<file path="config.mk">
export PLATFORM = sky130hd
export DESIGN_NAME = cell_voltage_poll_parser
export DESIGN_NICKNAME = d
export VERILOG_FILES = /design/src/sv/cvpp_pkg.sv /design/src/sv/cvpp_line.sv /design/src/sv/cvpp_poll.sv /design/src/sv/cell_voltage_poll_parser.sv
export SDC_FILE = /design/constraint.sdc
export NUM_CORES = 1
export LEC_CHECK = 0
export BUFFER_PORTS_ARGS = -buffer_cell sky130_fd_sc_hd__buf_2
export CAP_MARGIN = 20
export CORE_UTILIZATION = 30
export CTS_CLUSTER_DIAMETER = 150
export DETAILED_ROUTE_END_ITERATION = 10
export GPL_ROUTABILITY_DRIVEN = 0
export GPL_TIMING_DRIVEN = 0
export SYNTH_ARGS = -nofsm -noshare
export SYNTH_HDL_FRONTEND = slang
export SYNTH_SLANG_ARGS = --single-unit
</file>
<file path="constraint.sdc">
create_clock -name i_clk -period 10.8 [get_ports i_clk]
set_clock_uncertainty 0.1 [all_clocks]
set_input_delay 0 -clock i_clk [delete_from_list [all_inputs] [get_ports i_clk]]
set_output_delay 0 -clock i_clk [all_outputs]
set_load 0.01 [all_outputs]
</file>
<file path="src/sv/cvpp_pkg.sv">
// Types, codes and constants of the cell voltage poll parser.
package cvpp_pkg;

    localparam int LINE_DEPTH_DEF = 16;

    localparam int ID_W      = 10;
    localparam int MV_W      = 14;
    localparam int WAIT_W    = 16;
    localparam int CFG_IDX_W = 2;
    localparam int CFG_DATA_W = 16;

    localparam int IN_TDATA_W  = 16;  // rx_byte(8), charge_done(1), zero fill
    localparam int IN_TUSER_W  = 2;   // action
    localparam int OUT_TDATA_W = 88;  // 82 bits of fields, zero fill
    localparam int OUT_TUSER_W = 3;   // event_res

    localparam logic [7:0] CH_BSLASH  = 8'h5C;
    localparam logic [7:0] CH_COLON   = 8'h3A;
    localparam logic [7:0] CH_V       = 8'h56;
    localparam logic [7:0] CH_CR      = 8'h0D;
    localparam logic [7:0] CH_ZERO    = 8'h30;
    localparam logic [7:0] CH_NINE    = 8'h39;
    localparam logic [7:0] STATUS_MIN = 8'h80;

    localparam logic [MV_W-1:0]   MV_MAX       = 14'd9999;
    localparam logic [ID_W-1:0]   NUM_CELLS_RST = 10'd1;
    localparam logic [WAIT_W-1:0] TIMEOUT_RST  = 16'd100;

    typedef enum logic [1:0] {
        ACT_BYTE  = 2'd0,
        ACT_TICK  = 2'd1,
        ACT_START = 2'd2
    } t_action;

    typedef enum logic [2:0] {
        EV_NONE     = 3'd0,
        EV_READING  = 3'd1,
        EV_REPORT   = 3'd2,
        EV_CSUM_ERR = 3'd3,
        EV_OVERFLOW = 3'd4,
        EV_IGNORED  = 3'd5,
        EV_RESEND   = 3'd6,
        EV_REQUEST  = 3'd7
    } t_event;

    typedef enum logic [CFG_IDX_W-1:0] {
        CFG_NUM_CELLS    = 2'd0,
        CFG_CHECKSUM_ON  = 2'd1,
        CFG_RESP_TIMEOUT = 2'd2
    } t_cfg_idx;

    typedef struct packed {
        logic [ID_W-1:0]   num_cells;
        logic              checksum_on;
        logic [WAIT_W-1:0] timeout;
    } t_cfg;

    // What the line collector reports for the current word.
    typedef struct packed {
        logic            line_end;   // CR closed a line
        logic            overflow;   // line store full, byte dropped
        logic            fmt_ok;     // length and layout good, all digits valid
        logic            xor_zero;   // XOR of bytes before CR is zero
        logic [ID_W-1:0] id;
        logic [MV_W-1:0] mv;
    } t_line_info;

    typedef struct packed {
        t_event          ev;
        logic [ID_W-1:0] request_cell;
        logic [ID_W-1:0] cell_id;
        logic [MV_W-1:0] cell_mv;
        logic [MV_W-1:0] min_mv;
        logic [ID_W-1:0] min_id;
        logic [MV_W-1:0] max_mv;
        logic [ID_W-1:0] max_id;
    } t_result;

endpackage

</file>
<file path="src/sv/cvpp_line.sv">
// Line collector: checks layout and gathers id and millivolts as bytes arrive.
module cvpp_line #(
    parameter int LINE_DEPTH = cvpp_pkg::LINE_DEPTH_DEF
) (
    input  logic                 i_clk,
    input  logic                 i_rst_n,
    input  logic                 i_en,
    input  logic                 i_is_byte,
    input  logic [7:0]           i_byte,
    output cvpp_pkg::t_line_info o_info
);
    import cvpp_pkg::*;

    localparam int IDX_W = $clog2(LINE_DEPTH + 1);
    localparam logic [IDX_W-1:0] IDX_FULL  = IDX_W'(LINE_DEPTH);
    localparam logic [IDX_W-1:0] POS_SLASH = IDX_W'(0);
    localparam logic [IDX_W-1:0] POS_ID0   = IDX_W'(1);
    localparam logic [IDX_W-1:0] POS_ID2   = IDX_W'(3);
    localparam logic [IDX_W-1:0] POS_COLON = IDX_W'(4);
    localparam logic [IDX_W-1:0] POS_MV0   = IDX_W'(5);
    localparam logic [IDX_W-1:0] POS_MV3   = IDX_W'(8);
    localparam logic [IDX_W-1:0] POS_V     = IDX_W'(10);
    localparam logic [IDX_W-1:0] MIN_LEN   = IDX_W'(11);

    logic [IDX_W-1:0] r_idx, n_idx;
    logic [7:0]       r_xor, n_xor;
    logic             r_ok, n_ok;
    logic [ID_W-1:0]  r_id, n_id;
    logic [MV_W-1:0]  r_mv, n_mv;

    logic       data_byte;
    logic       is_digit;
    logic [3:0] digit;
    logic       pos_good;
    logic       in_id, in_mv;

    always_comb begin
        data_byte = i_en && i_is_byte && (i_byte < STATUS_MIN);
        is_digit  = (i_byte >= CH_ZERO) && (i_byte <= CH_NINE);
        digit     = 4'(i_byte - CH_ZERO);
        in_id     = (r_idx >= POS_ID0) && (r_idx <= POS_ID2);
        in_mv     = (r_idx >= POS_MV0) && (r_idx <= POS_MV3);

        if (r_idx == POS_SLASH) begin
            pos_good = (i_byte == CH_BSLASH);
        end else if (r_idx == POS_COLON) begin
            pos_good = (i_byte == CH_COLON);
        end else if (r_idx == POS_V) begin
            pos_good = (i_byte == CH_V);
        end else if (in_id || in_mv) begin
            pos_good = is_digit;
        end else begin
            pos_good = 1'b1;
        end

        o_info          = '0;
        o_info.id       = r_id;
        o_info.mv       = r_mv;
        o_info.xor_zero = (r_xor == 8'h00);
        o_info.fmt_ok   = r_ok && (r_idx >= MIN_LEN);

        n_idx = r_idx;
        n_xor = r_xor;
        n_ok  = r_ok;
        n_id  = r_id;
        n_mv  = r_mv;

        if (data_byte) begin
            if (r_idx == IDX_FULL) begin
                o_info.overflow = 1'b1;
                n_idx = '0;
                n_xor = '0;
                n_ok  = 1'b1;
                n_id  = '0;
                n_mv  = '0;
            end else if (i_byte == CH_CR) begin
                o_info.line_end = 1'b1;
                n_idx = '0;
                n_xor = '0;
                n_ok  = 1'b1;
                n_id  = '0;
                n_mv  = '0;
            end else begin
                n_idx = r_idx + IDX_W'(1);
                n_xor = r_xor ^ i_byte;
                n_ok  = r_ok && pos_good;
                if (in_id) begin
                    n_id = (r_id << 3) + (r_id << 1) + ID_W'(digit);
                end
                if (in_mv) begin
                    n_mv = (r_mv << 3) + (r_mv << 1) + MV_W'(digit);
                end
            end
        end
    end

    always_ff @(posedge i_clk) begin
        if (!i_rst_n) begin
            r_idx <= '0;
            r_xor <= '0;
            r_ok  <= 1'b1;
            r_id  <= '0;
            r_mv  <= '0;
        end else begin
            r_idx <= n_idx;
            r_xor <= n_xor;
            r_ok  <= n_ok;
            r_id  <= n_id;
            r_mv  <= n_mv;
        end
    end

endmodule

</file>
<file path="src/sv/cvpp_poll.sv">
// Poll control: reading acceptance, min/max tracking, request and timeout.
module cvpp_poll (
    input  logic                 i_clk,
    input  logic                 i_rst_n,
    input  logic                 i_en,
    input  logic [1:0]           i_action,
    input  logic                 i_charge_done,
    input  cvpp_pkg::t_line_info i_info,
    input  cvpp_pkg::t_cfg       i_cfg,
    output cvpp_pkg::t_result    o_res
);
    import cvpp_pkg::*;

    logic [ID_W-1:0]   r_polled, n_polled;
    logic [MV_W-1:0]   r_low_mv, n_low_mv;
    logic [ID_W-1:0]   r_low_id, n_low_id;
    logic [MV_W-1:0]   r_high_mv, n_high_mv;
    logic [ID_W-1:0]   r_high_id, n_high_id;
    logic              r_awaiting, n_awaiting;
    logic [WAIT_W-1:0] r_wait, n_wait;

    logic [ID_W:0]     nxt_wide;
    logic [ID_W-1:0]   nxt;
    logic [WAIT_W-1:0] wait_dec;
    logic [MV_W-1:0]   upd_low_mv, upd_high_mv;
    logic [ID_W-1:0]   upd_low_id, upd_high_id;

    always_comb begin
        nxt_wide = {1'b0, r_polled} + (ID_W + 1)'(1);
        if (nxt_wide[ID_W] || (nxt_wide > {1'b0, i_cfg.num_cells})) begin
            nxt = ID_W'(1);
        end else begin
            nxt = nxt_wide[ID_W-1:0];
        end
        wait_dec = r_wait - WAIT_W'(1);

        upd_low_mv  = r_low_mv;
        upd_low_id  = r_low_id;
        upd_high_mv = r_high_mv;
        upd_high_id = r_high_id;
        if (i_info.mv < r_low_mv) begin
            upd_low_mv = i_info.mv;
            upd_low_id = i_info.id;
        end
        if (i_info.mv > r_high_mv) begin
            upd_high_mv = i_info.mv;
            upd_high_id = i_info.id;
        end

        o_res      = '0;
        o_res.ev   = EV_NONE;
        n_polled   = r_polled;
        n_low_mv   = r_low_mv;
        n_low_id   = r_low_id;
        n_high_mv  = r_high_mv;
        n_high_id  = r_high_id;
        n_awaiting = r_awaiting;
        n_wait     = r_wait;

        unique case (i_action)
            ACT_BYTE: begin
                if (i_info.overflow) begin
                    o_res.ev = EV_OVERFLOW;
                end else if (i_info.line_end) begin
                    priority if (i_charge_done) begin
                        o_res.ev = EV_IGNORED;
                    end else if (i_cfg.checksum_on && !i_info.xor_zero) begin
                        o_res.ev = EV_CSUM_ERR;
                    end else if (!i_info.fmt_ok || (i_info.id != r_polled)) begin
                        o_res.ev = EV_IGNORED;
                    end else begin
                        o_res.cell_id      = i_info.id;
                        o_res.cell_mv      = i_info.mv;
                        o_res.request_cell = nxt;
                        n_polled   = nxt;
                        n_awaiting = 1'b1;
                        n_wait     = i_cfg.timeout;
                        if (i_info.id >= i_cfg.num_cells) begin
                            // last cell of the round: report extremes, then clear
                            o_res.ev     = EV_REPORT;
                            o_res.min_mv = upd_low_mv;
                            o_res.min_id = upd_low_id;
                            o_res.max_mv = upd_high_mv;
                            o_res.max_id = upd_high_id;
                            n_low_mv  = MV_MAX;
                            n_low_id  = '0;
                            n_high_mv = '0;
                            n_high_id = '0;
                        end else begin
                            o_res.ev  = EV_READING;
                            n_low_mv  = upd_low_mv;
                            n_low_id  = upd_low_id;
                            n_high_mv = upd_high_mv;
                            n_high_id = upd_high_id;
                        end
                    end
                end
            end
            ACT_TICK: begin
                if (r_awaiting) begin
                    if (wait_dec == '0) begin
                        o_res.ev           = EV_RESEND;
                        o_res.request_cell = r_polled;
                        n_wait             = i_cfg.timeout;
                    end else begin
                        n_wait = wait_dec;
                    end
                end
            end
            ACT_START: begin
                o_res.ev           = EV_REQUEST;
                o_res.request_cell = r_polled;
                n_awaiting         = 1'b1;
                n_wait             = i_cfg.timeout;
            end
            default: begin
            end
        endcase
    end

    always_ff @(posedge i_clk) begin
        if (!i_rst_n) begin
            r_polled   <= ID_W'(1);
            r_low_mv   <= MV_MAX;
            r_low_id   <= '0;
            r_high_mv  <= '0;
            r_high_id  <= '0;
            r_awaiting <= 1'b0;
            r_wait     <= '0;
        end else if (i_en) begin
            r_polled   <= n_polled;
            r_low_mv   <= n_low_mv;
            r_low_id   <= n_low_id;
            r_high_mv  <= n_high_mv;
            r_high_id  <= n_high_id;
            r_awaiting <= n_awaiting;
            r_wait     <= n_wait;
        end
    end

endmodule

</file>
<file path="src/sv/cell_voltage_poll_parser.sv">
// Top level of the cell voltage poll parser: word registers, config, parser core.
//
//  channel  dir  tdata (low bit up)                           tuser
//  s        in   rx_byte[7:0], charge_done[8], zero[15:9]     action[1:0]
//  m        out  request_cell, cell_id, cell_mv, min_mv,      event_res[2:0]
//                min_id, max_mv, max_id, zero[87:82]
//  cfg      in   i_cfg_we / i_cfg_idx / i_cfg_data: num_cells, checksum_on,
//                response_timeout
//
// One word in and one word out per cycle, sustained while i_m_tready is high.
// The path holds two registers, the input word register and then the result
// register; the parse state updates as the word leaves the input register.
// o_s_tready is high while the input register is empty or can drain, so it
// follows i_m_tready combinationally; a stalled result holds its data.
// Reset (i_rst_n low, synchronous) empties both registers and loads the
// config and parse state with their start values; no clearing pass.
module cell_voltage_poll_parser #(
    parameter int LINE_DEPTH = cvpp_pkg::LINE_DEPTH_DEF
) (
    input  logic                             i_clk,
    input  logic                             i_rst_n,
    // slave side
    input  logic                             i_s_tvalid,
    output logic                             o_s_tready,
    input  logic [cvpp_pkg::IN_TDATA_W-1:0]  i_s_tdata,   // rx_byte, charge_done
    input  logic [cvpp_pkg::IN_TUSER_W-1:0]  i_s_tuser,   // action
    // master side
    output logic                             o_m_tvalid,
    input  logic                             i_m_tready,
    // request_cell, cell_id, cell_mv, min_mv, min_id, max_mv, max_id
    output logic [cvpp_pkg::OUT_TDATA_W-1:0] o_m_tdata,
    output logic [cvpp_pkg::OUT_TUSER_W-1:0] o_m_tuser,   // event_res
    // config writes
    input  logic                             i_cfg_we,
    input  logic [cvpp_pkg::CFG_IDX_W-1:0]   i_cfg_idx,
    input  logic [cvpp_pkg::CFG_DATA_W-1:0]  i_cfg_data
);
    import cvpp_pkg::*;

    t_cfg r_cfg;

    // input word register
    logic       r_in_valid;
    logic [1:0] r_in_action;
    logic [7:0] r_in_byte;
    logic       r_in_done;

    // result register
    logic    r_out_valid;
    t_result r_out;

    logic       out_adv;
    logic       work_en;
    t_line_info line_info;
    t_result    res;

    assign out_adv    = !r_out_valid || i_m_tready;
    assign work_en    = r_in_valid && out_adv;
    assign o_s_tready = !r_in_valid || out_adv;

    always_ff @(posedge i_clk) begin
        if (!i_rst_n) begin
            r_cfg.num_cells   <= NUM_CELLS_RST;
            r_cfg.checksum_on <= 1'b0;
            r_cfg.timeout     <= TIMEOUT_RST;
        end else if (i_cfg_we) begin
            unique case (i_cfg_idx)
                CFG_NUM_CELLS:    r_cfg.num_cells   <= i_cfg_data[ID_W-1:0];
                CFG_CHECKSUM_ON:  r_cfg.checksum_on <= i_cfg_data[0];
                CFG_RESP_TIMEOUT: r_cfg.timeout     <= i_cfg_data[WAIT_W-1:0];
                default: begin
                end
            endcase
        end
    end

    always_ff @(posedge i_clk) begin
        if (!i_rst_n) begin
            r_in_valid <= 1'b0;
        end else if (o_s_tready) begin
            r_in_valid <= i_s_tvalid;
        end
    end

    always_ff @(posedge i_clk) begin
        if (i_s_tvalid && o_s_tready) begin
            r_in_action <= i_s_tuser;
            r_in_byte   <= i_s_tdata[7:0];
            r_in_done   <= i_s_tdata[8];
        end
    end

    cvpp_line #(
        .LINE_DEPTH (LINE_DEPTH)
    ) u_line (
        .i_clk     (i_clk),
        .i_rst_n   (i_rst_n),
        .i_en      (work_en),
        .i_is_byte (r_in_action == ACT_BYTE),
        .i_byte    (r_in_byte),
        .o_info    (line_info)
    );

    cvpp_poll u_poll (
        .i_clk         (i_clk),
        .i_rst_n       (i_rst_n),
        .i_en          (work_en),
        .i_action      (r_in_action),
        .i_charge_done (r_in_done),
        .i_info        (line_info),
        .i_cfg         (r_cfg),
        .o_res         (res)
    );

    always_ff @(posedge i_clk) begin
        if (!i_rst_n) begin
            r_out_valid <= 1'b0;
        end else if (out_adv) begin
            r_out_valid <= r_in_valid;
        end
    end

    always_ff @(posedge i_clk) begin
        if (work_en) begin
            r_out <= res;
        end
    end

    assign o_m_tvalid = r_out_valid;
    assign o_m_tuser  = r_out.ev;
    assign o_m_tdata  = {6'b0,
                         r_out.max_id, r_out.max_mv, r_out.min_id, r_out.min_mv,
                         r_out.cell_mv, r_out.cell_id, r_out.request_cell};

endmodule

</file>
==> metrics, run 1 <==
Hold Path Class in -> reg; TritonCTS buffer count 27; cells on worst reg2reg path 14; residual DRC count 0; Power Density 131.0 nW/um^2; worst vdd ir 0.1349 mV; Slew Limit Fails 0; Fin. Hold Viols 0; Crit Path Category reg -> reg; Total Wirelength 37940 microns; CP startpoint kind flip-flop; FP Rows 74; CP arrival 4410 ps; Synth Flop Type dfxtp_1; run status finished clean; share of cells above drive strength 1 11.87%; hpwl dp 27310 microns; max-cap violation count 0; Worst Path Max Fanout 10; vias in the first global route 10645; Final ANT Viol Nets 0; grt ovf 0; FF+latch count, synth 238; Slew @ Worst Pin 1031 ps; Post-synth EDFFs 96; asr flop ratio synth 0%; Period minus WS final 4108 ps; Root Driver clkbuf_16; Final Cycle Share 38.03%; clock sink count 238; drt first pass iters 6; sequential area share after synthesis 45.22%; Max-slew headroom 30.64%; most common cell after layout, fill and taps aside nand2_1; Hold WS 45.15 ps; Syn. warnings 0; ant diodes 0; starting density of the core 30.73%; DR iter-0 viols 865; Setup WS pre-CTS 6805 ps; CTS tree done; Clock Tree Buf Depth 3; Die Ht 207.4 microns; synth top area cells edfxtp_1, dfxtp_1, ha_1; Fmax achieved 243.5 MHz; via count 11223; IO Pins 134; final setup margin 6692 ps; Overall Global Routing Usage 17.37%; Die Footprint 43030 sq um; CTS clk-pin slew, worst paths 60 ps; Mapped Cells 1422; Placed Area 13980 sq um; post-route cell area 15260 sq um; final setup fails 0; CTS H-Tree Depth 1; Yosys top cell area share 22.77%; commonest non-fill, non-tap cells in the layout nand2_1, dfxtp_1, a21oi_1; core area 41200 sq um; Post-layout nets 1758; WL per Instance 17.44 microns; Hold Crit Depth 6; Post-Syn Area per Cell 8.904 sq um; cell taking the most area after synthesis edfxtp_1; total negative slack for setup checks 0 ps; Crit path required time 11100 ps; largest net degree at the start of global routing 46; Post-Syn Area 12660 sq um; count of cell types in the netlist 74; Vias/cell 5.160; area growth from synthesis to layout 20.52%; leakage 5.812 nW; Buffers on Ports 120; Setup crit end kind flip-flop; clock latency on the worst-skew pair 560 ps; initial antenna violation count 0; Die W 207.4 microns; RSZ-0062 raised after global routing no; first-pass GRT wire length 59380 microns; post-CTS sizing 0
-- layer usage --
layer / vias up / GRT usage (%) / routed length, microns
met3: 69 / 2.663 / 2132
met2: 343 / 27.85 / 17110
li1: 5448 / - / -
met4: 0 / 6.356 / 1196
met1: 5363 / 23.60 / 17500
met5: - / 0 / 0
-- cell type report --
cell class,count,area (sq um)
sequential,238,5725
multi-input combinational,1028,6315
inverter,65,244.0
tap,532,665.6
timing repair buffer,167,1071
fill,4133,25940
buffer,96,397.9
clock inverter,13,100.1
clock buffer,36,739.5
-- path summary, 6_finish.rpt --
kind / startpoint / end / slack (ps)
worst max-delay path: u_poll.r_polled[0]$_SDFFE_PN1P_ / o_m_tdata[2]$_DFFE_PP_ / 6690
worst min-delay path: i_rst_n / u_poll.r_high_id[9]$_SDFFE_PN0P_ / 50
worst max register to register: u_poll.r_polled[0]$_SDFFE_PN1P_ / o_m_tdata[2]$_DFFE_PP_ / 6690
worst min register to register: u_poll.r_low_id[1]$_SDFFE_PN0P_ / u_poll.r_low_id[1]$_SDFFE_PN0P_ / 360
-- power breakdown --
part           internal [mW]  switching (mW)
registers              0.958          0.0151
clock network          0.504           0.382
logic                 0.0531          0.0864
-- kinds of logic (layout without fill, tap and decap cells) --
logic type | Yosys count | count (layout) | synth area share, %
xor gates and xnor gates | 43 | 43 | 2.975
other | 1 | 6 | 0.02962
DFF | 238 | 238 | 45.22
and+or+nand+nor | 561 | 561 | 21.67
adders and majority gates | 94 | 94 | 9.527
muxes | 9 | 9 | 0.7214
buffers and inverters | 161 | 377 | 5.070
AOI/OAI and AO/OA | 315 | 315 | 14.78
-- cell usage after synthesis, drive strengths merged (3+ instances only) --
| cell | count |
|---|---|
| nand2 | 235 |
| dfxtp | 142 |
| a21oi | 137 |
| edfxtp | 96 |
| ha | 90 |
| nor2 | 90 |
| o21ai | 82 |
| clkbuf | 76 |
| inv | 65 |
| nand4 | 60 |
| nand3 | 27 |
| and2 | 25 |
| xnor2 | 25 |
| nor4 | 24 |
| nor3 | 22 |
| buf | 20 |
| xor2 | 18 |
| a21o | 17 |
| and3 | 17 |
| o21a | 15 |
| a22oi | 12 |
| nor2b | 12 |
| nand2b | 9 |
| nand3b | 9 |
| mux2i | 8 |
| o22ai | 8 |
| o31ai | 7 |
| nor3b | 6 |
| a221oi | 5 |
| or3 | 5 |
| a211oi | 4 |
| fa | 4 |
| nor4bb | 4 |
| o41ai | 4 |
| or4 | 4 |
| o211ai | 3 |
| o31a | 3 |
-- worst max-delay path, stage by stage, from the launching register on --
cell      delay (ps)
dfxtp_1          530
ha_1             350
and3_1           270
and3_1           210
and3_1           260
xor2_1           210
ha_1             270
a21o_1           160
a21oi_1          170
o21ai_0          110
o31a_1           300
clkbuf_1         240
nor4_1           470
o21ai_0          160
nand2_1          130
-- flip-flops by register name (all words and copies together) (netlist names), 2 cells and up --
name and count:
u_line.r_mv 14, u_poll.r_low_id 10, u_line.r_xor 8, u_line.r_idx 5, u_line.r_id 10, r_in_action 2, u_poll.r_low_mv 14, u_poll.r_wait 16
o_m_tuser 3, r_in_byte 8, u_poll.r_high_id 10, o_m_tdata 82, u_poll.r_high_mv 14, u_poll.r_polled 10, r_cfg 27
-- per-stage QoR --
step,total power [mW],utilization [%],cells
global route,2.065,37.03,2175
finish,1.999,37.03,2175
detailed placement,1.120,33.93,2082
floorplan,1.066,-,1427
CTS,2.018,37.03,2175
global placement,1.119,33.85,2079
-- what timing repair did --
action	in CTS	in global routing
hold buffers	44	0
endpoints found under the hold margin	51	0
setup buffers	0	0
Power figures use the tool's default switching activity.
==> run 2, diff against run 1 <==
ABC_AREA = 1   (was unset)
clock period = 4.2 ns   (was 10.8 ns; I/O delays follow)
==> metrics, run 2 <==
Post-Syn Area per Cell 7.919 sq um; Die W 211.3 microns; first-pass GRT wire length 57840 microns; largest net degree at the start of global routing 30; Hold Crit Depth 2; area growth from synthesis to layout 21.16%; FF+latch count, synth 238; M3 GR Usage 2.270%; Setup WS pre-CTS 785.6 ps; run status finished clean; CP arrival 3650 ps; Comb pwr share 8.6%; vias in the first global route 10951; Buffers on Ports 119; Final ANT Viol Nets 0; ant diodes 0; final setup margin 746.6 ps; Syn. warnings 0; Power Density 331.2 nW/um^2; core area 43170 sq um; CTS clk-pin slew, worst paths 60 ps; commonest non-fill, non-tap cells in the layout nand2_1, inv_1, a21oi_1; Clock Power Share 44.2%; sequential area share after synthesis 43.55%; Post-layout nets 1999; Fmax achieved 289.6 MHz; Slew @ Worst Pin 955.8 ps; Clock Tree Buf Depth 3; max-cap violation count 0; # Post-CTS Setup Buffers 0; Seq pwr share 47.2%; switching power total 1.330 mW; synth top area cells edfxtp_1, dfxtp_1, nand2_1; R2R setup slack 750 ps; Vias/cell 4.650; Internal 3.945 mW; worst hold start i_s_tdata[3]; Slew Limit Fails 0; hpwl dp 28370 microns; Setup crit end kind flip-flop; CTS tree done; clock latency on the worst-skew pair 580 ps; Synth Flop Type dfxtp_1; TritonCTS buffer count 28; leakage 6.649 nW; clock sink count 238; IO Pins 134; switching share of power 25.21%; top cells by count, synth nand2_1, inv_1, a21oi_1; cells on worst reg2reg path 17; Total Wirelength 36870 microns; post-route cell area 15930 sq um; drt first pass iters 7; Final Cycle Share 82.22%; share of cells above drive strength 1 14.63%; RSZ-0062 raised after global routing no; via count 11490; worst vdd ir 0.2812 mV; initial antenna violation count 0; grt ovf 0; Yosys top cell area share 21.93%; max reg flops 82; final setup fails 0; CP startpoint kind flip-flop; WL per Instance 14.92 microns; Worst Hold Path EP r_in_byte[3]$_DFFE_PP_; Die Footprint 44660 sq um; Post-Syn Area 13150 sq um; Crit Path Category reg -> reg; cell taking the most area after synthesis edfxtp_1; CTS H-Tree Depth 1; Die Ht 211.3 microns; GR peak layer met2; Post-synth EDFFs 96; Max-slew headroom 36.28%; residual DRC count 0; GRT met2 Usage 27.04%; most common cell after layout, fill and taps aside nand2_1; FP Rows 76; Overall Global Routing Usage 16.46%; M1 GR Usage 22.17%; Worst Path Max Fanout 9; Mapped Cells 1660; Layout Utilization 36.89%; post-CTS sizing 0; asr flop ratio synth 0%; RR Startpoint u_poll.r_polled[0]$_SDFFE_PN1P_; Crit path required time 4400 ps; count of cell types in the netlist 50; R2R Path End o_m_tdata[0]$_DFFE_PP_; Placed Area 14580 sq um; top-count cell post-synth nand2_1; Fin. Hold Viols 0; starting density of the core 30.45%; DR iter-0 viols 738; Root Driver clkbuf_16; Hold Path Class in -> reg; Period minus WS final 3453 ps
run 2: cell count changes in the layout (fill, tap and decap cells not counted), moves of 17 or more:
| cell | before | now |
|---|---|---|
| nand3_1 | 26 | 60 |
| clkbuf_1 | 82 | 39 |
| a21o_1 | 17 | 0 |
| and2_1 | 24 | 0 |
| nand4_1 | 60 | 18 |
| nor4_1 | 23 | 2 |
| inv_2 | 0 | 21 |
| nand2_1 | 235 | 407 |
| inv_1 | 65 | 194 |
| nor2_1 | 90 | 141 |
run 2: per-layer routing:
| metal | routed length, microns | part of all wire (%) | vias to the layer above |
|---|---|---|---|
| met3 | 1851 | 5.0 | 60 |
| met1 | 17320 | 47 | 5297 |
| met2 | 16620 | 45 | 313 |
| li1 | - | - | 5820 |
| met5 | 0 | 0 | - |
| met4 | 1085 | 2.9 | 0 |
run 2: cell type report:
class | instances | area [sq um]
clock inverters | 13 | 88.84
plain buffers | 66 | 361.6
flip-flops and latches | 238 | 5725
repair buffers | 169 | 1141
clock buffers | 39 | 793.3
well taps | 585 | 732.0
fillers | 4535 | 27240
multi-input cells | 1143 | 6267
inverters | 218 | 818.3
run 2: worst max-delay path by stage:
stage | depth (start not counted) | slack, ps | to | start
2_1_floorplan | 9 | 790 | u_poll.r_high_mv[0]$_SDFFE_PN0P_ | o_m_tvalid$_SDFFE_PN0P_
3_3_place_gp | 8 | -580 | o_m_tdata[13]$_SDFFCE_PP0P_ | o_m_tvalid$_SDFFE_PN0P_
3_5_place_dp | 17 | 790 | o_m_tdata[0]$_DFFE_PP_ | u_poll.r_polled[0]$_SDFFE_PN1P_
4_1_cts | 17 | 760 | o_m_tdata[0]$_DFFE_PP_ | u_poll.r_polled[0]$_SDFFE_PN1P_
5_1_grt | 17 | 400 | o_m_tdata[0]$_DFFE_PP_ | u_poll.r_polled[0]$_SDFFE_PN1P_
6_report | 17 | 750 | o_m_tdata[0]$_DFFE_PP_ | u_poll.r_polled[0]$_SDFFE_PN1P_
run 2: worst max-delay path: stages, from the launching register on:
cell,delay [ps]
dfxtp_1,390
buf_2,210
nand2_1,60
nor2_1,200
nand4_1,160
nor2_1,190
nand3_1,110
xor2_1,300
ha_1,310
nand2_1,100
inv_1,60
nand2_1,60
a22o_1,120
o21ai_0,120
nor2_1,440
nand2_1,100
nand2_1,100
nand2_1,80
run 2: cell families after synthesis:
logic type	share of synthesized area, %
flip-flops	43.55
other	0.02853
XOR/XNOR	2.056
buffers and inverters	8.975
adder cells (fa/ha/maj)	9.175
AND/OR/NAND/NOR	23.55
AO/OA/AOI/OAI	12.67
run 2: power groups by stage:
stage	clock [mW]	combinational [mW]	sequential (mW)
3_5_place_dp	0	0.420	2.54
5_1_grt	2.49	0.511	2.50
4_1_cts	2.39	0.453	2.49
2_1_floorplan	0	0.264	2.55
3_3_place_gp	0	0.405	2.55
6_report	2.33	0.452	2.49
run 2: timing repair:
item / in CTS / in global routing
setup endpoints to repair: 0 / 0
endpoints found under the hold margin: 71 / 0
hold buffers: 47 / 0
run 2: metrics by stage:
stage          setup TNS [ps]  power, mW  hold WS, ps  std cells
5_1_grt                     0      5.499        45.86       2471
2_1_floorplan               0      2.813       -1.131       1665
6_report                    0      5.275        47.23       2471
3_3_place_gp           -43680      2.950        80.00       2369
3_5_place_dp                0      2.963        79.64       2372
4_1_cts                     0      5.333        27.11       2471
